**config.mk**
```make
export PLATFORM = sky130hd
export DESIGN_NAME = fbpa_front
export DESIGN_NICKNAME = d
export VERILOG_FILES = /design/src/sv/fbpa_pkg.sv /design/src/sv/fbpa_front.sv
export SDC_FILE = /design/constraint.sdc
export NUM_CORES = 1
export LEC_CHECK = 0
export ABC_AREA = 1
export BUFFER_PORTS_ARGS = -buffer_cell sky130_fd_sc_hd__buf_2
export CAP_MARGIN = 30
export CORE_MARGIN = 2
export CORE_UTILIZATION = 30
export DETAILED_ROUTE_END_ITERATION = 16
export GPL_TIMING_DRIVEN = 0
export SLEW_MARGIN = 20
export SYNTH_ARGS = -nofsm -noshare
export SYNTH_HDL_FRONTEND = slang
export SYNTH_SLANG_ARGS = --single-unit
```
**constraint.sdc**
```tcl
create_clock -name vclk -period 2.3
set_clock_uncertainty 0.1 [all_clocks]
set_input_delay 0.345 -clock vclk [all_inputs]
set_output_delay 0.345 -clock vclk [all_outputs]
set_load 0.005 [all_outputs]
```
**src/sv/fbpa_pkg.sv**
```systemverilog
// ----------------------------------------------------------------------------
// fbpa_pkg
// Shared types and constants for the fixed block pool allocator: operation
// and status codes, configuration register indexes, the queued command and
// the derived pool configuration.
// ----------------------------------------------------------------------------
package fbpa_pkg;

    localparam int ADDR_W   = 32;
    localparam int SIZE_W   = 21;
    localparam int COUNT_W  = 11;
    localparam int INDEX_W  = 10;
    localparam int CFG_IDX_W = 2;
    localparam int CFG_DATA_W = 32;

    localparam logic [CFG_IDX_W-1:0] CFG_BASE_ADDRESS  = 2'd0;
    localparam logic [CFG_IDX_W-1:0] CFG_BLOCK_SIZE    = 2'd1;
    localparam logic [CFG_IDX_W-1:0] CFG_BLOCKS_IN_USE = 2'd2;

    localparam logic [SIZE_W-1:0]  BLOCK_SIZE_RESET    = 21'd64;
    localparam logic [COUNT_W-1:0] BLOCKS_IN_USE_RESET = 11'd1024;

    typedef enum logic [1:0] {
        OP_ALLOC    = 2'd0,
        OP_FREE     = 2'd1,
        OP_INDEX_OF = 2'd2,
        OP_ADDR_OF  = 2'd3
    } op_t;

    typedef enum logic [2:0] {
        ST_OK        = 3'd0,
        ST_FULL      = 3'd1,
        ST_EMPTY     = 3'd2,
        ST_OUTSIDE   = 3'd3,
        ST_BAD_INDEX = 3'd4
    } status_t;

    typedef enum logic [2:0] {
        BK_INIT,
        BK_IDLE,
        BK_READ,
        BK_MUL,
        BK_ADD,
        BK_DIV,
        BK_RESULT
    } bk_state_t;

    typedef struct packed {
        op_t                kind;
        logic [ADDR_W-1:0]  address;
        logic [ADDR_W-1:0]  offset;
        logic [INDEX_W-1:0] index;
        logic               below_base;
        logic               index_bad;
    } cmd_t;

    typedef struct packed {
        logic [ADDR_W-1:0] base;
        logic [SIZE_W-1:0] eff_size;
        logic [ADDR_W-1:0] limit;
    } pool_cfg_t;

endpackage

```
**src/sv/fbpa_front.sv**
```systemverilog
// ----------------------------------------------------------------------------
// fbpa_front
// Input side: takes items from the input channel while the pool is ready,
// classifies them against the pool bounds and hands commands to the queue.
// ----------------------------------------------------------------------------
module fbpa_front (
    input  logic                           s_valid,
    output logic                           s_ready,
    input  logic [1:0]                     s_operation,
    input  logic [fbpa_pkg::ADDR_W-1:0]    s_address,
    input  logic [fbpa_pkg::INDEX_W-1:0]   s_index,
    input  fbpa_pkg::pool_cfg_t            pool_cfg,
    input  logic                           items_enabled,
    output logic                           q_wr_valid,
    input  logic                           q_wr_ready,
    output fbpa_pkg::cmd_t                 q_wr_data
);

    assign s_ready    = q_wr_ready & items_enabled;
    assign q_wr_valid = s_valid & items_enabled;

    always_comb begin
        q_wr_data.kind       = fbpa_pkg::op_t'(s_operation);
        q_wr_data.address    = s_address;
        q_wr_data.offset     = s_address - pool_cfg.base;
        q_wr_data.index      = s_index;
        q_wr_data.below_base = s_address < pool_cfg.base;
        q_wr_data.index_bad  = fbpa_pkg::ADDR_W'(s_index) >= pool_cfg.limit;
    end

endmodule

```
Word level (Yosys, flattened, before mapping) --
Index checks and enable logic that the tools add are counted.
Storage, ports and cells: bits in registers 0, output and inout bits 80, word-level logic and storage cells 5, input bits 132
Cells by class: bitwise operators 2, add/sub/neg operators 1, $lt $le $gt $ge 2
Operator list (number):
- $ge A10 B32 Y1 | 1
- $lt A32 B32 Y1 | 1
- $sub A32 B32 Y32 | 1
- $and A1 B1 Y1 | 2

Longest topological paths before layout --
Gate-level depths: netlist (run 1).
depth in word-level cells 1, gate-level depth with buffers 13

Worst setup path after synthesis (run 1) --
No wires, ideal clock.
path type in2out, start point input port s_address[0] in the netlist's numbering, end point output port q_wr_data[28] in the netlist's numbering, required time 1.855 ns, path buffers 0, data arrival time 1.635 ns, stages 12, setup slack 0.220 ns, path through inv_1 > ha_1 > fa_1 > inv_1 > nand3_1 > nand3_1 > nand2_1 > nand2_1 > nand2_1 > nand2b_1 > nand2_1 > nand2_1
RTL lines:
- start, declared | line fbpa_front.sv:10 | input logic [fbpa_pkg::ADDR_W-1:0] s_address,
- end, declared | line fbpa_front.sv:16 | output fbpa_pkg::cmd_t q_wr_data

==> impl_results.md, run 1 <==
* Status: complete, no violations
* CLK BUF at 0
* Tightest Hold Check Type: in -> out
* Synth unique cells at 26
* Initial detailed-routing violation count at 120
* Layout cells sized above 1 at 42.7%
* Leak at 0.00328 uW
* Core area at 10700 um2
* Routability congestion estimate from global placement at between 0.8 and 0.9
* Slew Limit Fails at 0
* Number of instances in the placed design at 984
* Drt first pass iters at 4
* Maximum vdd drop at around 0.11 mV
* Worst-path fanout max at 3
* Routed len/inst at between 10 and 15 um
* Vias per inst at 4.23
* Final min period at roughly 2.3 ns
* Die height at 108 um
* Non-Filler Instances at 995
* Die area at between 10000 and 15000 um2
* Initial antenna violation count at 0
* Tot GR Track Use at 16.7%
* Crit-path slowest cell: fa_2
* Syn_area_per_cell at between 4 and 5 um2
* Starting density of the core at 30.4%
* Syn. warnings at 0
* Global-route wire length before repair at around 16000 um
* Hpwl dp at just over 9000 um
* Pwr Total at 1200 uW
* Vias in the first global route at 3733
* Worst path arrival time at 1.81 ns
* Drt total wl at 10600 um
* Cts hold-fix bufs at 0
* Most common library cells after synthesis: nand2_1, inv_1, buf_4
* # DRC at 0
* Crit end category: primary output
* Pre-CTS setup slack at -0.333 ns
* Top-count cell post-synth: nand2_1
* Maxcap violations at 0
* Die W at ~110 um
* Post-Syn Instances at around 660
* Post-synth top area share at 28.6%
* Unrepaired setup endpoints after global routing: yes
* # nets final at 1032
* Antenna-violating nets left at 0
* Endpoints failing setup at 0
* Worst slew pin tran at approximately 0.26 ns
* Pwr/cell area at 241 nW/um2
* Final Hold Vio Count at 0
* Crit-path cells: buf_6, inv_2, ha_4, fa_2, inv_2, nand3_2, nand3_4, nand3_4, nand3_4, buf_4, xor2_1, buf_2
* Cell Area, Synth at 3260 um2
* Worst slew margin at approximately 82%
* Fill cells at approximately 1200
* Gr ovfl total at 0
* Area growth, synth to finish at 53.4%
* Synthesized Nets at 830
* Synth area leader: nand2_1
* IO Port Bufs at 189
* Crit path largest cell delay at 0.35 ns
* CP startpoint kind: input port
* Most frequent cell on the critical path: nand3_4
* Largest net degree at the start of global routing at 8
* Seq. cell area at 0 um2
* Period utilization at between 90% and 100%
* Worst path required time at 1.86 ns
* Max Fclk at ~440 MHz
* Setup CP Type: in -> out
* Sequential-to-total area share from yosys stat at 0%
* Seq_cells at 0
* PnR worst setup slack at 0.0458 ns
* Synth top area cells: nand2_1, inv_1, ha_1
* Vias at 4208
* Number of antenna diodes at 0
* CP startpoint: s_address[0]
* Hold Startpoint: s_operation[1]
* IO Pins at 212
* Cell row count at 38
cells in the final DEF, fill, tap and decap left out, types with 3 or more instances in the layout:
cell     instances
nand2_4          8
ha_4            13
nor2_4           5
nand3_4          3
nand3_1         19
nand2_1        211
nor2_2          16
ha_1            16
nand2_2         39
ha_2            13
a21oi_1         17
nand4_1          5
inv_1          174
buf_6            4
xor2_1          12
nor3_1           4
buf_2          186
nand3_2          4
buf_4           55
nor4_1           4
a21oi_2          9
nor2_1          21
kinds of logic after synthesis:
kind of cell	after synthesis	synth area share (%)
xor+xnor	14	3.76
simple gates	346	43.7
buf+inv	221	30.8
compound gates	31	5.03
fa+ha+maj	43	16.7
per-layer routing:
metal	global-route usage [%]	wire, um	vias to the layer above
met4	1.37	132	0
met5	0	0	-
met2	32.8	5050	137
li1	-	-	2276
met3	1.21	753	8
met1	20.5	4620	1787
cell type report:
type	instances	area, um2	share of cell area, %
plain buffers	45	342	6.84
inverters	176	661	13.2
repair buffers	200	1050	21.0
multi-input cells	434	2770	55.5
well taps	140	175	3.51
what timing repair did:
item | in CTS | in global routing
gates resized for setup | 31 | 100
buffers inserted | 5 | 6
pin swaps | 10 | 15
endpoints found under the setup margin | 12 | 22
endpoints found under the hold margin | 0 | 0
power breakdown:
| part | internal (uW) | switching, uW | total [uW] |
|---|---|---|---|
| registers | 0 | 0 | 0 |
| clock network | 0 | 0 | 0 |
| logic | 553 | 649 | 1200 |
through the flow:
step / util (%) / instance area (um2) / setup TNS, ns / hold slack, ns
6_report: 46.7 / 4990 / 0 / 0.756
5_1_grt: 46.7 / 4990 / -0.169 / 0.758
4_1_cts: 42.5 / 4540 / 0 / 0.758
3_5_place_dp: 40.9 / 4380 / -2.08 / 0.757
3_3_place_gp: 40.9 / 4380 / -2.00 / 0.757
2_1_floorplan: - / 3260 / 0 / 0.662
worst max-delay path, delay by kind of cell:
kind	cells	cell delay (ns)
adders and majority gates	2	0.50
xor gates and xnor gates	1	0.14
and+or+nand+nor	4	0.37
buffers and inverters	5	0.46
worst paths after layout:
kind,endpoint,slack [ns],cells past startpoint
hold / removal,q_wr_data[77],0.76,2
setup / recovery,q_wr_data[24],0.05,12
(Power assumes the default switching activity.)
==> run 2, diff against run 1 <==
- clock period: 2.3 -> 2.2 ns (I/O delays scaled with it)
==> impl_results.md, run 2 (synthesis results as in run 1) <==
* Maximum vdd drop at 0.113 mV (was 0.106 mV)
* Routed len/inst at 11.0 um (was 10.6 um)
* Slew Limit Fails at 0 (unchanged)
* Vias in the first global route at 3842 (was 3733)
* Leak at 0.00333 uW (was 0.00328 uW)
* IO Port Bufs at 189 (unchanged)
* Endpoints failing setup at 1 (was 0)
* Tightest Hold Check Type: in -> out (unchanged)
* Commonest non-fill, non-tap cell in the layout: nand2_1 (unchanged)
* Worst-path fanout max at 3 (unchanged)
* Worst path required time at 1.77 ns (was 1.86 ns)
* Final Hold Vio Count at 0 (unchanged)
* Number of antenna diodes at 0 (unchanged)
* Multi-input gate area at 2950 um2 (was 2770 um2)
* Pwr/cell area at 257 nW/um2 (was 241 nW/um2)
* Final min period at 2.23 ns
* Area after DPL at 4380 um2 (unchanged)
* Gr ovfl total at 0 (unchanged)
* Period utilization at 101%
* Vias at 4247 (was 4208)
* Hold depth at 2 (unchanged)
* Largest net degree at the start of global routing at 8 (unchanged)
* Status: complete, but fails checks (was complete, no violations)
* Hold Startpoint: s_operation[1] (unchanged)
* Cell area after layout at 5200 um2 (was 4990 um2)
* Antenna-violating nets left at 0 (unchanged)
* Hold endpoint: q_wr_data[77] (unchanged)
* Worst slew pin tran at 0.261 ns (about the same)
* Tot GR Track Use at 17.3% (was 16.7%)
* Drt total wl at 10900 um (was 10600 um)
* Seq. cell area at 0 um2 (unchanged)
* Die area at 11700 um2 (unchanged)
* Cts hold-fix bufs at 0 (unchanged)
* CP startpoint kind: input port (unchanged)
* Cell row count at 38 (unchanged)
* Core Util, Final at 48.6% (was 46.7%)
* Layout cells sized above 1 at 44.7% (was 42.7%)
* Most frequent cells in the layout: nand2_1, buf_2, inv_1 (unchanged)
* Initial detailed-routing violation count at 122 (was 120)
* Die W at 108 um (unchanged)
* Global-route wire length before repair at 16700 um (was 16200 um)
* PnR worst setup slack at -0.0313 ns (was 0.0458 ns)
* Crit end category: primary output (unchanged)
* # nets final at 1032 (unchanged)
* Vias per inst at 4.27 (was 4.23)
* Area growth, synth to finish at 59.6% (was 53.4%)
* CLK BUF at 0 (unchanged)
* Routability congestion estimate from global placement at 0.826 (unchanged)
* Core area at 10700 um2 (unchanged)
* Starting density of the core at 30.4% (unchanged)
* Seq_cells at 0 (unchanged)
* Worst slew margin at 82.4% (about the same)
* IO Pins at 212 (unchanged)
* # DRC at 0 (unchanged)
* Max Fclk at 448 MHz
* Fill cells at 1192 (was 1210)
* Worst path arrival time at 1.80 ns (was 1.81 ns)
* Die height at 108 um (unchanged)
* Unrepaired setup endpoints after global routing: yes (unchanged)
* Initial antenna violation count at 0 (unchanged)
* Hpwl dp at 9280 um (unchanged)
* Setup CP Type: in -> out (unchanged)
* Maxcap violations at 0 (unchanged)
* Drt first pass iters at 4 (unchanged)
* Failing checks: negative setup slack
## run 2: cell count changes in the layout (fill, tap and decap cells not counted), moves of 7 or more
cell | previous run | this run
a21oi_2 | 9 | 16
ha_4 | 13 | 24
a21oi_1 | 17 | 10
ha_2 | 13 | 3
## run 2: power by group
| group | total (uW) | internal (uW) | switching [uW] | leakage [uW] |
|---|---|---|---|---|
| clock | 0 | 0 | 0 | 0 |
| combinational | 1340 | 624 | 713 | 0.00333 |
| sequential | 0 | 0 | 0 | 0 |
| total | 1340 | 624 | 713 | 0.00333 |
## run 2: per-stage QoR
stage	total power (uW)	instances	hold WS (ns)	worst slack, ns	TNS, ns
2_1_floorplan	645	655	0.632	0.150	0
3_3_place_gp	1060	984	0.727	-0.393	-2.97
3_5_place_dp	1060	984	0.727	-0.403	-3.15
4_1_cts	1170	991	0.728	-0.0487	-0.183
5_1_grt	1490	995	0.728	-0.0982	-0.744
6_report	1340	995	0.726	-0.0313	-0.0313
## run 2: worst max-delay path: stages
cell     delay, ns
buf_8         0.08
inv_4         0.03
ha_4          0.14
fa_2          0.35
inv_2         0.10
nand3_2       0.09
nand3_4       0.11
nand3_4       0.08
nand3_4       0.09
buf_4         0.12
xor2_1        0.14
buf_2         0.14
## run 2: worst max path at each step
stage	start	endpoint	slack, ns	cells after the start
final	s_address[0]	q_wr_data[24]	-0.03	12
after global routing	s_address[0]	q_wr_data[24]	-0.1	12
after CTS	s_address[0]	q_wr_data[28]	-0.05	14
after detailed placement	s_address[0]	q_wr_data[28]	-0.40	14
after global placement	s_address[0]	q_wr_data[28]	-0.39	14
after floorplan	s_address[0]	q_wr_data[28]	0.15	12
## run 2: repair_timing
item                       4_1_cts  5_1_grt
gates resized for setup         57      105
setup endpoints to repair       20       23
setup buffers                    7        5
cloned                           0        0
pin swaps                       20       24
## run 2: layer usage
layer / wire length (um) / GRT usage [%] / up-vias
li1: - / - / 2278
met1: 4730 / 20.6 / 1827
met2: 5370 / 34.8 / 135
met3: 698 / 1.21 / 7
met4: 125 / 1.37 / 0
met5: 0 / 0 / -
## run 2: area by class of cell
type,count,share of cell area [%]
plain buffers,44,6.35
inverters,176,12.8
multi-input cells,434,56.8
repair buffers,201,20.7
well taps,140,3.37
==> run 3, diff against run 2 <==
- clock period: 2.2 -> 2.4 ns (I/O delays scaled with it)
==> impl_results.md, run 3 (synthesis results as in run 1) <==
* Pwr/cell area at 225 nW/um2 (was 257 nW/um2)
* Die area at 11700 um2 (unchanged)
* CP startpoint kind: input port (unchanged)
* Setup CP Type: in -> out (unchanged)
* Slew Limit Fails at 0 (unchanged)
* CP startpoint: s_address[0] (unchanged)
* Vias in the first global route at 3683 (was 3842)
* Gr ovfl total at 0 (unchanged)
* Multi-input gate area at 2460 um2 (was 2950 um2)
* Non-Filler Instances at 992 (was 995)
* Area growth, synth to finish at 42.7% (was 59.6%)
* Vias at 4123 (was 4247)
* Hpwl dp at 9280 um (unchanged)
* Cell area after layout at 4650 um2 (was 5200 um2)
* Routed len/inst at 10.3 um (was 11.0 um)
* Seq_cells at 0 (unchanged)
* Global-route wire length before repair at 16000 um (was 16700 um)
* Crit end category: primary output (unchanged)
* Antenna-violating nets left at 0 (unchanged)
* Vias per inst at 4.16 (was 4.27)
* # DRC at 0 (unchanged)
* Drt first pass iters at 4 (unchanged)
* Worst path required time at 1.94 ns (was 1.77 ns)
* Status: complete, no violations (was complete, but fails checks)
* Worst slew margin at 82.4% (about the same)
* Maxcap violations at 0 (unchanged)
* Tot GR Track Use at 16.5% (was 17.3%)
* Max Fclk at 431 MHz
* Core area at 10700 um2 (unchanged)
* Worst path arrival time at 1.86 ns (was 1.80 ns)
* Worst-path fanout max at 3 (unchanged)
* Seq. cell area at 0 um2 (unchanged)
* Cell row count at 38 (unchanged)
* Initial detailed-routing violation count at 97 (was 122)
* Final min period at 2.32 ns
* Unrepaired setup endpoints after global routing: yes (unchanged)
* Worst slew pin tran at 0.261 ns (about the same)
* Cts hold-fix bufs at 0 (unchanged)
* Area after DPL at 4380 um2 (unchanged)
* Maximum vdd drop at 0.0943 mV (was 0.113 mV)
* IO Port Bufs at 189 (unchanged)
* Initial antenna violation count at 0 (unchanged)
* Layout cells sized above 1 at 36.5% (was 44.7%)
* Tightest Hold Check Type: in -> out (unchanged)
* Endpoints failing setup at 0 (was 1)
* Die W at 108 um (unchanged)
* Number of antenna diodes at 0 (unchanged)
* Core Util, Final at 43.5% (was 48.6%)
* Starting density of the core at 30.4% (unchanged)
* Fill cells at 1259 (was 1192)
* Number of instances in the placed design at 984 (unchanged)
* Commonest non-fill, non-tap cell in the layout: nand2_1 (unchanged)
* Worst setup endpoint: q_wr_data[24] (unchanged)
* Routability congestion estimate from global placement at 0.826 (unchanged)
* Final Hold Vio Count at 0 (unchanged)
* Drt total wl at 10200 um (was 10900 um)
* Pre-CTS setup slack at -0.263 ns (was -0.403 ns)
* IO Pins at 212 (unchanged)
* Leak at 0.00323 uW (was 0.00333 uW)
* CLK BUF at 0 (unchanged)
* PnR worst setup slack at 0.0776 ns (was -0.0313 ns)
* # nets final at 1029 (was 1032)
* Die height at 108 um (unchanged)
* Largest net degree at the start of global routing at 8 (unchanged)
* Most frequent cells in the layout: nand2_1, buf_2, inv_1 (unchanged)
* Period utilization at 96.8%
==> run 3: worst max-delay path: stages <==
cell,delay [ns]
buf_2,0.08
inv_1,0.04
ha_2,0.17
fa_2,0.35
inv_2,0.09
nand3_2,0.09
nand3_4,0.10
nand3_2,0.10
nand3_4,0.10
buf_4,0.11
xor2_1,0.13
buf_2,0.14
==> run 3: layout make-up <==
| cell class | count | share of cell area (%) |
|---|---|---|
| multi-input combinational | 434 | 52.9 |
| timing repair buffer | 197 | 21.8 |
| inverter | 176 | 14.2 |
| buffer | 45 | 7.35 |
| tap | 140 | 3.77 |
==> run 3: worst min path at each step <==
stage / start / endpoint / slack (ns) / depth (start not counted)
3_5_place_dp: s_operation[1] / q_wr_data[77] / 0.79 / 2
6_report: s_operation[1] / q_wr_data[77] / 0.79 / 2
3_3_place_gp: s_operation[0] / q_wr_data[76] / 0.79 / 2
5_1_grt: s_operation[1] / q_wr_data[77] / 0.79 / 2
2_1_floorplan: items_enabled / q_wr_valid / 0.69 / 2
4_1_cts: s_operation[1] / q_wr_data[77] / 0.79 / 2
==> run 3: through the flow <==
step / setup TNS, ns / power [uW] / hold slack, ns
5_1_grt: -0.0622 / 1190 / 0.788
4_1_cts: 0 / 996 / 0.788
6_report: 0 / 1040 / 0.786
3_5_place_dp: -1.24 / 975 / 0.787
3_3_place_gp: -1.18 / 972 / 0.787
2_1_floorplan: 0 / 591 / 0.692
==> run 3: timing repair <==
item | CTS | global route
endpoints found under the setup margin | 10 | 20
resized for setup | 9 | 52
pin swaps | 3 | 10
hold endpoints to repair | 0 | 0
cloned | 0 | 0
setup buffers | 3 | 5
==> run 3: power breakdown <==
part | switching, uW | internal [uW]
Clock | 0 | 0
Sequential | 0 | 0
Combinational | 569 | 476
==> run 3: per-layer routing <==
metal  track usage, %  wire length, um  up-vias
met5                0                0        -
met4             1.37               53        0
met3             1.15              707        4
met2             32.1             4920      129
met1             20.5             4500     1719
li1                 -                -     2271
