## src/sv/fbpa_pkg.sv

```systemverilog
// ----------------------------------------------------------------------------
// fbpa_pkg
// Shared types and constants for the fixed block pool allocator: operation
// and status codes, configuration register indexes, the queued command and
// the derived pool configuration.
// ----------------------------------------------------------------------------
package fbpa_pkg;

    localparam int ADDR_W   = 32;
    localparam int SIZE_W   = 21;
    localparam int COUNT_W  = 11;
    localparam int INDEX_W  = 10;
    localparam int CFG_IDX_W = 2;
    localparam int CFG_DATA_W = 32;

    localparam logic [CFG_IDX_W-1:0] CFG_BASE_ADDRESS  = 2'd0;
    localparam logic [CFG_IDX_W-1:0] CFG_BLOCK_SIZE    = 2'd1;
    localparam logic [CFG_IDX_W-1:0] CFG_BLOCKS_IN_USE = 2'd2;

    localparam logic [SIZE_W-1:0]  BLOCK_SIZE_RESET    = 21'd64;
    localparam logic [COUNT_W-1:0] BLOCKS_IN_USE_RESET = 11'd1024;

    typedef enum logic [1:0] {
        OP_ALLOC    = 2'd0,
        OP_FREE     = 2'd1,
        OP_INDEX_OF = 2'd2,
        OP_ADDR_OF  = 2'd3
    } op_t;

    typedef enum logic [2:0] {
        ST_OK        = 3'd0,
        ST_FULL      = 3'd1,
        ST_EMPTY     = 3'd2,
        ST_OUTSIDE   = 3'd3,
        ST_BAD_INDEX = 3'd4
    } status_t;

    typedef enum logic [2:0] {
        BK_INIT,
        BK_IDLE,
        BK_READ,
        BK_MUL,
        BK_ADD,
        BK_DIV,
        BK_RESULT
    } bk_state_t;

    typedef struct packed {
        op_t                kind;
        logic [ADDR_W-1:0]  address;
        logic [ADDR_W-1:0]  offset;
        logic [INDEX_W-1:0] index;
        logic               below_base;
        logic               index_bad;
    } cmd_t;

    typedef struct packed {
        logic [ADDR_W-1:0] base;
        logic [SIZE_W-1:0] eff_size;
        logic [ADDR_W-1:0] limit;
    } pool_cfg_t;

endpackage

```

## src/sv/fbpa_div.sv

```systemverilog
// ----------------------------------------------------------------------------
// fbpa_div
// Restoring divider, one quotient bit per cycle: 32-bit offset divided by
// the block size. Done pulses for one cycle when the quotient is ready.
// ----------------------------------------------------------------------------
module fbpa_div (
    input  logic                          aclk,
    input  logic                          aresetn,
    input  logic                          start,
    input  logic [fbpa_pkg::ADDR_W-1:0]   dividend,
    input  logic [fbpa_pkg::SIZE_W-1:0]   divisor,
    output logic                          done,
    output logic [fbpa_pkg::ADDR_W-1:0]   quotient
);

    localparam int STEP_W = $clog2(fbpa_pkg::ADDR_W);

    logic                          busy_reg, busy_next;
    logic                          done_reg, done_next;
    logic [STEP_W-1:0]             step_reg, step_next;
    logic [fbpa_pkg::SIZE_W-1:0]   rem_reg, rem_next;
    logic [fbpa_pkg::SIZE_W-1:0]   div_reg, div_next;
    logic [fbpa_pkg::ADDR_W-1:0]   quo_reg, quo_next;
    logic [fbpa_pkg::SIZE_W:0]     trial;
    logic                          fits;

    assign done     = done_reg;
    assign quotient = quo_reg;

    always_comb begin
        trial     = {rem_reg, quo_reg[fbpa_pkg::ADDR_W-1]};
        fits      = trial >= {1'b0, div_reg};
        busy_next = busy_reg;
        done_next = 1'b0;
        step_next = step_reg;
        rem_next  = rem_reg;
        div_next  = div_reg;
        quo_next  = quo_reg;
        if (start) begin
            busy_next = 1'b1;
            step_next = '0;
            rem_next  = '0;
            div_next  = divisor;
            quo_next  = dividend;
        end else if (busy_reg) begin
            rem_next  = fits ? fbpa_pkg::SIZE_W'(trial - {1'b0, div_reg})
                             : trial[fbpa_pkg::SIZE_W-1:0];
            quo_next  = {quo_reg[fbpa_pkg::ADDR_W-2:0], fits};
            step_next = step_reg + STEP_W'(1);
            if (step_reg == STEP_W'(fbpa_pkg::ADDR_W - 1)) begin
                busy_next = 1'b0;
                done_next = 1'b1;
            end
        end
    end

    always_ff @(posedge aclk) begin
        if (!aresetn) begin
            busy_reg <= 1'b0;
            done_reg <= 1'b0;
            step_reg <= '0;
        end else begin
            busy_reg <= busy_next;
            done_reg <= done_next;
            step_reg <= step_next;
        end
    end

    always_ff @(posedge aclk) begin
        rem_reg <= rem_next;
        div_reg <= div_next;
        quo_reg <= quo_next;
    end

endmodule

```

## config.mk

```make
export PLATFORM = sky130hd
export DESIGN_NAME = fbpa_div
export DESIGN_NICKNAME = d
export VERILOG_FILES = /design/src/sv/fbpa_pkg.sv /design/src/sv/fbpa_div.sv
export SDC_FILE = /design/constraint.sdc
export NUM_CORES = 1
export LEC_CHECK = 0
export BUFFER_PORTS_ARGS = -buffer_cell sky130_fd_sc_hd__buf_2
export CAP_MARGIN = 40
export CORE_UTILIZATION = 45
export CTS_CLUSTER_DIAMETER = 120
export DETAILED_ROUTE_END_ITERATION = 7
export GPL_TIMING_DRIVEN = 0
export MAX_ROUTING_LAYER = met4
export PLACE_DENSITY = 0.78
export SYNTH_ARGS = -nofsm -noshare
export SYNTH_HDL_FRONTEND = slang
export SYNTH_SLANG_ARGS = --single-unit
export TNS_END_PERCENT = 100
```

## constraint.sdc

```tcl
create_clock -name aclk -period 4.3 [get_ports aclk]
set_input_delay 0.215 -clock aclk [delete_from_list [all_inputs] [get_ports aclk]]
set_output_delay 0.215 -clock aclk [all_outputs]
set_load 0.05 [all_outputs]
```

### Word-level counts from Yosys, hierarchy flattened

Index checks and enable logic that the tools add are counted.

| word-level totals | value |
|---|---|
| register bits | 81 |
| input port bits | 56 |
| output and inout port bits | 33 |
| logic and storage cells | 22 |

| cells by class | value |
|---|---|
| $add $sub $neg | 2 |
| $lt $le $gt $ge | 1 |
| eq/ne operators | 1 |
| multiplexer cells | 7 |
| bitwise operators | 2 |
| reduce and logical (&&, ||, !) cells | 3 |

Operator list:

| cell | count |
|---|---|
| 2-to-1 mux 32 bit | 2 |
| greater-or-equal comparator 22 x 21 -> 1 bit | 1 |
| 2-to-1 mux 21 bit | 1 |
| subtractor 21 bit | 1 |
| adder 5 x 1 -> 5 bit, second input constant | 1 |
| == test 5 bit, second input constant | 1 |
| 2-to-1 mux 1 bit | 4 |
| OR reduction 3 bit | 1 |
| inverter 1 bit | 2 |
| nonzero test 2 bit | 1 |
| OR reduction 2 bit | 1 |

### Depth between registers and ports, before layout

Gate-level depths: netlist (run 1).

| logic depth | value |
|---|---|
| depth after elaboration | 4 |
| depth in mapped cells | 14 |
| depth with buffers taken out | 12 |

### Worst setup path before layout (run 1)

Ideal clock, no wire load.

| timing | value |
|---|---|
| path type | register to register |
| from | reg quo_reg (netlist bit quotient[31]) |
| to | reg rem_reg[18] in the netlist's numbering |
| library setup time | 86 ps |
| arrival | 2,958 ps |
| data required time | 4,214 ps |
| path slack | 1,256 ps |
| cell stages (with the launch flop) | 13 |
| path buffers | 0 |
| clock period less this slack | 3,044 ps |
| cell sequence | edfxtp_1 inv_1 ha_1 inv_1 fa_1 a211oi_1 o21ai_0 and3_2 or3_4 a31oi_4 xnor2_1 mux2i_1 a211oi_1 |

| between the ends | value |
|---|---|
| word-level cells in the longest chain between the ends | 2 |
| elaborated cells on any way between the ends | 3 |
| classes of those cells | 1 x add/sub; 1 x order compare; 1 x mux |

Ends and longest elaborated chain:

| item | line | text |
|---|---|---|
| start, declared | fbpa_div.sv:23 | `logic [fbpa_pkg::ADDR_W-1:0] quo_reg, quo_next;` |
| start signal, assigned | fbpa_div.sv:72 | `quo_reg <= quo_next;` |
| subtractor 21 bit or greater-or-equal comparator 22 x 21 -> 1 bit (tied branches) | fbpa_div.sv:46, fbpa_div.sv:32 |  |
| 2-to-1 mux 21 bit (*) | fbpa_div.sv:46 | `rem_next = fits ? fbpa_pkg::SIZE_W'(trial - {1'b0, div_reg})` |
| end signal, assigned | fbpa_div.sv:70 | `rem_reg <= rem_next;` |
| end, declared | fbpa_div.sv:21 | `logic [fbpa_pkg::SIZE_W-1:0] rem_reg, rem_next;` |

Every way passes the cells marked *; elsewhere a longest branch is shown, timed or not.
A chain may end at the register's enable or synchronous reset.

### Worst setup path after layout (run 1)

Ends and elaborated chain as after synthesis.

==> impl_metrics.ini, run 1 <==
[status]
status = finished clean

[global_routing]
global_route.usage.met3_pct = 5.41
antenna_violations_before_repair = 0
global_route_met1_usage_pct = 24.8
gr-max-usage-layer = met2
globalRouteOverflowTotal = 0
met2_resource_use_gr_pct = 31.3
grt_start_max_net_pins = 23
global_route_wire_length_before_repair_um = 15200
globalRouteTotalUtil_pct = 20.2
first_global_vias = 3259

[route]
vias = 3279
via_per_inst = 5.25
drc_errors = 0
wl_per_cell_um = 14.9
totalWireLength_um = 9310
first_pass_detailed_route_iteration_total = 4
detail_route.iter0.violations = 180
postRouteAntennaNets = 0

[critical_path]
worst-path-buf-inv = 2
crit_path_max_fanout = 3
crit_arrival_ns = 3.36
required_ns = 4.57
path_cells = inv_1 -> ha_1 -> inv_1 -> fa_1 -> a211oi_1 -> o21ai_0 -> and3_2 -> or3_4 -> a31oi_4 -> xnor2_1 -> mux2i_1 -> a211oi_1
cp-start-kind = flip-flop
crit_path_top_delay_cell = sky130_fd_sc_hd__edfxtp_1
number_of_cells_on_the_worst_reg_to_reg_path = 12
worstSetupPathDepth = 12
kind_of_cell_adding_the_most_delay_to_the_critical_path = compound AO/OA/AOI/OAI gates
criticalPathCategory = flip-flop to flip-flop
cp_slowest_stage_delay_ns = 0.45
critical_path.endpoint_type = flip-flop

[place]
gpl.final_weighted_congestion = 0.899
place.port_buffers = 88
dpl_cell_area_um2 = 4990
pre_cts_ws_ns = 1.24
post-place-cells = 604
dpl.hpwl_um = 6740

[floorplan]
floorplan.initialDensity_pct = 46.8
fp-row-count = 35
floorplan.io_pins = 89
die_height_um = 100
fp.dieArea_um2 = 10100
die_w_um = 100
core_area_um2 = 9330

[timing]
timing.slew.headroom_pct = 56.4
worst_slew_pin_slew_ns = 0.654
achievable-frequency_mhz = 323
hold_viol = 0
fin_worst_skew_ns = 0.0159
finalSetupViolations = 0
timing.setup.tns_ns = 0
setup_ws_ns = 1.21
maxSlewViolCount = 0
post-route-min-period_ns = 3.09
timing.final.crit_share_pct = 71.9
rsz_0062_raised_after_global_routing = no

[synth]
flops_latches_synth = 81
yosysTopAreaCellShare_pct = 36.5
synth.largest_area_cell = sky130_fd_sc_hd__edfxtp_1
yosys.cell_types.count = 57
synth-main-ff-cell = sky130_fd_sc_hd__edfxtp_1
synth_area_um2 = 4360
synth.top_cells.by_area = sky130_fd_sc_hd__edfxtp_1, sky130_fd_sc_hd__dfxtp_1, sky130_fd_sc_hd__mux2_2
postSynthCellCount = 386
syn_nets = 466
synth_enable_flop_cells = 53
synth.yosys.seq_area_share_pct = 49.3
avgSynthCellArea_um2 = 11.3
async_flop_share_pct = 0
yosysWarnings = 0

[finish]
ratio_of_cells_with_drive_above_1_in_the_final_layout_pct = 31.0
flip_flop_count_of_the_largest_register_all_copies_and_words_added = 32
finish.cell_count_without_fillers = 625
antenna_cells_inserted = 0
final.fill_count = 802
nets = 571
final_cell_area_um2 = 5220
area_growth_syn_to_layout_pct = 19.7

[clock_tree]
tritoncts = done
number_of_clock_buffers_inserted_by_tritoncts = 9
root_buffer_cell = sky130_fd_sc_hd__clkbuf_8
clock_sink_count = 81
cts_buffer_depth = 2
clock_tree.htree_level_count = 3
clk-insertion-delay-late_ns = 0.37
cts.reportedPaths.clkPinSlew_ns = 0.09

[power_and_ir_drop]
p_total_uw = 1990
leakagePower_uw = 0.00233
vdd.ir_drop.worst_uv = 272
cellPowerDensity_nw_per_um2 = 381

[run]
maxCapViolCount = 0

[worst_hold_path]
min_path_type = input pin to flip-flop
holdPathStages = 1
final timing paths:
| kind | endpoint | slack [ns] | startpoint |
|---|---|---|---|
| setup / recovery | rem_reg[18]$_SDFFE_PP0P_ | 1.21 | quotient[31]$_DFFE_PP_ |
| hold / removal | div_reg[10]$_DFFE_PP_ | 0.02 | divisor[10] |
| setup reg to reg | rem_reg[18]$_SDFFE_PP0P_ | 1.21 | quotient[31]$_DFFE_PP_ |
| hold reg to reg | rem_reg[11]$_SDFFE_PP0P_ | 0.51 | rem_reg[11]$_SDFFE_PP0P_ |
cells in the mapped netlist, types with 7 or more instances:
| library cell | n |
|---|---|
| sky130_fd_sc_hd__a211oi_1 | 15 |
| sky130_fd_sc_hd__a21o_1 | 7 |
| sky130_fd_sc_hd__a21oi_1 | 24 |
| sky130_fd_sc_hd__clkbuf_1 | 8 |
| sky130_fd_sc_hd__dfxtp_1 | 28 |
| sky130_fd_sc_hd__edfxtp_1 | 53 |
| sky130_fd_sc_hd__ha_1 | 23 |
| sky130_fd_sc_hd__inv_1 | 32 |
| sky130_fd_sc_hd__mux2_2 | 31 |
| sky130_fd_sc_hd__mux2i_1 | 13 |
| sky130_fd_sc_hd__nand2_1 | 15 |
| sky130_fd_sc_hd__nor2_1 | 36 |
| sky130_fd_sc_hd__o21ai_0 | 13 |
| sky130_fd_sc_hd__xnor2_1 | 11 |
| sky130_fd_sc_hd__xor2_1 | 7 |
placed cells by master, fill, tap and decap left out, drive strengths merged, types with 3 or more instances in the layout:
master	instances
buf	94
edfxtp	53
nor2	36
inv	36
mux2	32
dfxtp	28
a21oi	25
ha	23
clkbuf	19
o21ai	16
nand2	15
a211oi	15
mux2i	13
xnor2	11
a21o	8
xor2	7
and3	6
dlygate4sd3	5
a22o	4
and4	4
o21bai	4
or3	4
o21a	3
a32oi	3
kinds of logic after synthesis:
family / Yosys count / synth area share, %
AND/OR/NAND/NOR: 79 / 8.86
buffers and inverters: 46 / 5.08
flip-flops: 81 / 49.3
multiplexers: 45 / 11.2
XOR/XNOR: 18 / 3.61
AO/OA/AOI/OAI: 93 / 14.8
adder cells (fa/ha/maj): 24 / 7.06
cell type report:
type,instances,area (um2),area share (%)
clock buffer,10,128,2.45
sequential,81,2150,41.2
timing repair buffer,94,518,9.93
tap,129,161,3.09
buffer,14,101,1.94
inverter,32,120,2.30
multi-input combinational,259,1990,38.1
clock inverter,6,50.0,0.959
routing by layer:
layer,wire length (um),vias to the layer above
met5,0,-
met4,123,0
met1,4240,1530
li1,-,1630
met2,4330,108
met3,614,11
timing repair:
action / in CTS / in global routing
hold buffers: 3 / 2
endpoints found under the hold margin: 3 / 2
resized for setup: 0 / 0
buffers inserted: 0 / 0
endpoints found under the setup margin: 0 / 0
through the flow:
step	hold slack, ns	utilization (%)
2_1_floorplan	0.314	-
3_3_place_gp	0.393	53.2
3_5_place_dp	0.393	53.5
4_1_cts	0.00203	55.7
5_1_grt	0.000618	55.9
6_report	0.0243	55.9
report_power, final:
group	total [uW]	switching, uW	internal [uW]
sequential	938	34.7	904
clock	520	301	219
combinational	532	327	204
Note: power is estimated with default switching activity, not from simulation.
==> inputs of run 2 (changes only) <==
Settings changed: PLACE_DENSITY 0.78 to 0.8.
Clock period 4.3 ns to 2.59 ns, I/O delays scaled along.
==> run 2 against run 1 <==
  * The flow now finishes with violations (negative setup slack)
  * First-iteration DRC count decreased by 14%
  * Via count is 2.3% higher
  * Die area did not move
  * Clock power rose by 76%
  * Critical path type unchanged
  * Critical endpoint unchanged
  * Largest power group unchanged
==> impl_metrics.ini, run 2 (synthesis results as in run 1) <==
[worst_hold_path]
hold_path.startpoint = dividend[29]
endpoint_worst_hold = quotient[29]$_DFFE_PP_
holdPathStages = 2
min_path_type = input pin to flip-flop

[timing]
maxSlewViolCount = 0
worst_slew_pin_slew_ns = 0.829
rsz_0062_raised_after_global_routing = yes
post-route-min-period_ns = 2.62
finalSetupViolations = 2
final.hold.worst_slack_ns = 0.0626
timing.slew.headroom_pct = 44.7
hold_viol = 0
timing.final.crit_share_pct = 101
fin_worst_skew_ns = 0.0179
achievable-frequency_mhz = 381
setup_ws_ns = -0.0346

[place]
pre_cts_ws_ns = -0.142
gpl.final_weighted_congestion = 0.876
dpl.hpwl_um = 6880
post-place-cells = 604
place.port_buffers = 88

[clock_tree]
clk-insertion-delay-late_ns = 0.35
cts_buffer_depth = 2
clock_sink_count = 81
number_of_clock_buffers_inserted_by_tritoncts = 9
tritoncts = done
clock_tree.htree_level_count = 3
cts.reportedPaths.clkPinSlew_ns = 0.11
root_buffer_cell = sky130_fd_sc_hd__clkbuf_8

[global_routing]
global_route_wire_length_before_repair_um = 15900
globalRouteOverflowTotal = 0
globalRouteTotalUtil_pct = 20.9
first_global_vias = 3470
antenna_violations_before_repair = 0
grt_start_max_net_pins = 23

[status]
violations = negative setup slack
status = finished with violations

[critical_path]
crit-reg2reg-launch = quotient[31]$_DFFE_PP_
crit_arrival_ns = 2.88
number_of_cells_on_the_worst_reg_to_reg_path = 12
crit_path_max_fanout = 3
register_to_register_setup_slack_ns = -0.03
criticalPathCategory = flip-flop to flip-flop
timing.critical_path.from = quotient[31]$_DFFE_PP_
required_ns = 2.85
cp-start-kind = flip-flop
critical_path.reg2reg.endpoint = rem_reg[18]$_SDFFE_PP0P_
critical_path.endpoint_type = flip-flop

[finish]
nets = 593
antenna_cells_inserted = 0
flip_flop_count_of_the_largest_register_all_copies_and_words_added = 32
ratio_of_cells_with_drive_above_1_in_the_final_layout_pct = 33.4
layout.cells.most_common = sky130_fd_sc_hd__buf_2
final.fill_count = 753
area_of_combinational_cells_with_multiple_inputs_um2 = 2050
final-seq-area_um2 = 2150
most-common-layout-cells = sky130_fd_sc_hd__buf_2, sky130_fd_sc_hd__edfxtp_1, sky130_fd_sc_hd__nor2_1
area_growth_syn_to_layout_pct = 26.1
finish.cell_count_without_fillers = 647

[power_and_ir_drop]
p_int_uw = 2260
power.share.switching_pct = 34.1
vdd.ir_drop.worst_uv = 364
combinationalPowerShare_pct = 27.8
power.net_switching_uw = 1170
sequential_share_of_power_pct = 45.5
cellPowerDensity_nw_per_um2 = 623
p_total_uw = 3430
clock_share_of_power_pct = 26.7
leakagePower_uw = 0.00244

[floorplan]
floorplan.initialDensity_pct = 46.8
die_height_um = 100
die_w_um = 100
floorplan.io_pins = 89
core_area_um2 = 9330
fp-row-count = 35
fp.dieArea_um2 = 10100

[route]
postRouteAntennaNets = 0
wl_per_cell_um = 15.2
first_pass_detailed_route_iteration_total = 4
detail_route.iter0.violations = 154
vias = 3355
totalWireLength_um = 9820
drc_errors = 0
via_per_inst = 5.19

[run]
maxCapViolCount = 0
[run 2: critical path, stage by stage (launching register included)]
cell and delay [ns]:
sky130_fd_sc_hd__edfxtp_1 0.42, sky130_fd_sc_hd__inv_1 0.08, sky130_fd_sc_hd__ha_2 0.18, sky130_fd_sc_hd__inv_2 0.04
sky130_fd_sc_hd__fa_2 0.36, sky130_fd_sc_hd__a211oi_4 0.25, sky130_fd_sc_hd__o21ai_2 0.10, sky130_fd_sc_hd__and3_4 0.17
sky130_fd_sc_hd__or3_4 0.36, sky130_fd_sc_hd__a31oi_4 0.17, sky130_fd_sc_hd__xnor2_1 0.14, sky130_fd_sc_hd__mux2i_1 0.09
sky130_fd_sc_hd__a211oi_1 0.18
[run 2: what timing repair did]
| item | 4_1_cts | 5_1_grt |
|---|---|---|
| hold buffers | 22 | 0 |
| pin swaps | 3 | 3 |
| gates resized for setup | 4 | 6 |
| endpoints found under the setup margin | 22 | 22 |
| buffers inserted | 4 | 1 |
| endpoints found under the hold margin | 22 | 0 |
[run 2: how the worst max path moves through the flow]
stage	endpoint	slack [ns]	cells after the start
after floorplan	rem_reg[18]$_SDFFE_PP0P_	-0.17	12
after detailed placement	rem_reg[14]$_SDFFE_PP0P_	-0.14	12
after global routing	rem_reg[18]$_SDFFE_PP0P_	-0.14	12
after CTS	rem_reg[14]$_SDFFE_PP0P_	-0.06	13
after global placement	rem_reg[14]$_SDFFE_PP0P_	-0.08	12
final	rem_reg[18]$_SDFFE_PP0P_	-0.03	12
[run 2: stage by stage]
step / instance area [um2] / TNS [ns] / utilization, %
after floorplan: 4390 / -1.55 / -
after global placement: 4990 / -0.595 / 53.5
after detailed placement: 5000 / -1.39 / 53.7
after CTS: 5470 / -0.161 / 58.6
after global routing: 5500 / -1.85 / 59.0
final: 5500 / -0.0588 / 59.0
[run 2: power by group through the flow]
stage,clock network [uW],logic (uW),registers (uW)
after detailed placement,0,881,1590
after global routing,987,1030,1570
after global placement,0,855,1580
after CTS,933,933,1560
final,917,953,1560
after floorplan,0,485,1760
[run 2: final cells by class]
cell class / count / area share [%]
timing repair buffer: 116 / 13.0
inverter: 32 / 2.18
clock buffer: 9 / 2.25
buffer: 14 / 2.07
multi-input combinational: 259 / 37.2
tap: 129 / 2.93
clock inverter: 7 / 1.30
sequential: 81 / 39.1
[run 2: metal layers]
metal	part of all wire, %	GRT usage (%)
met5	0	-
met4	1.1	5.91
met3	4.3	4.09
met2	49	34.3
met1	46	26.2
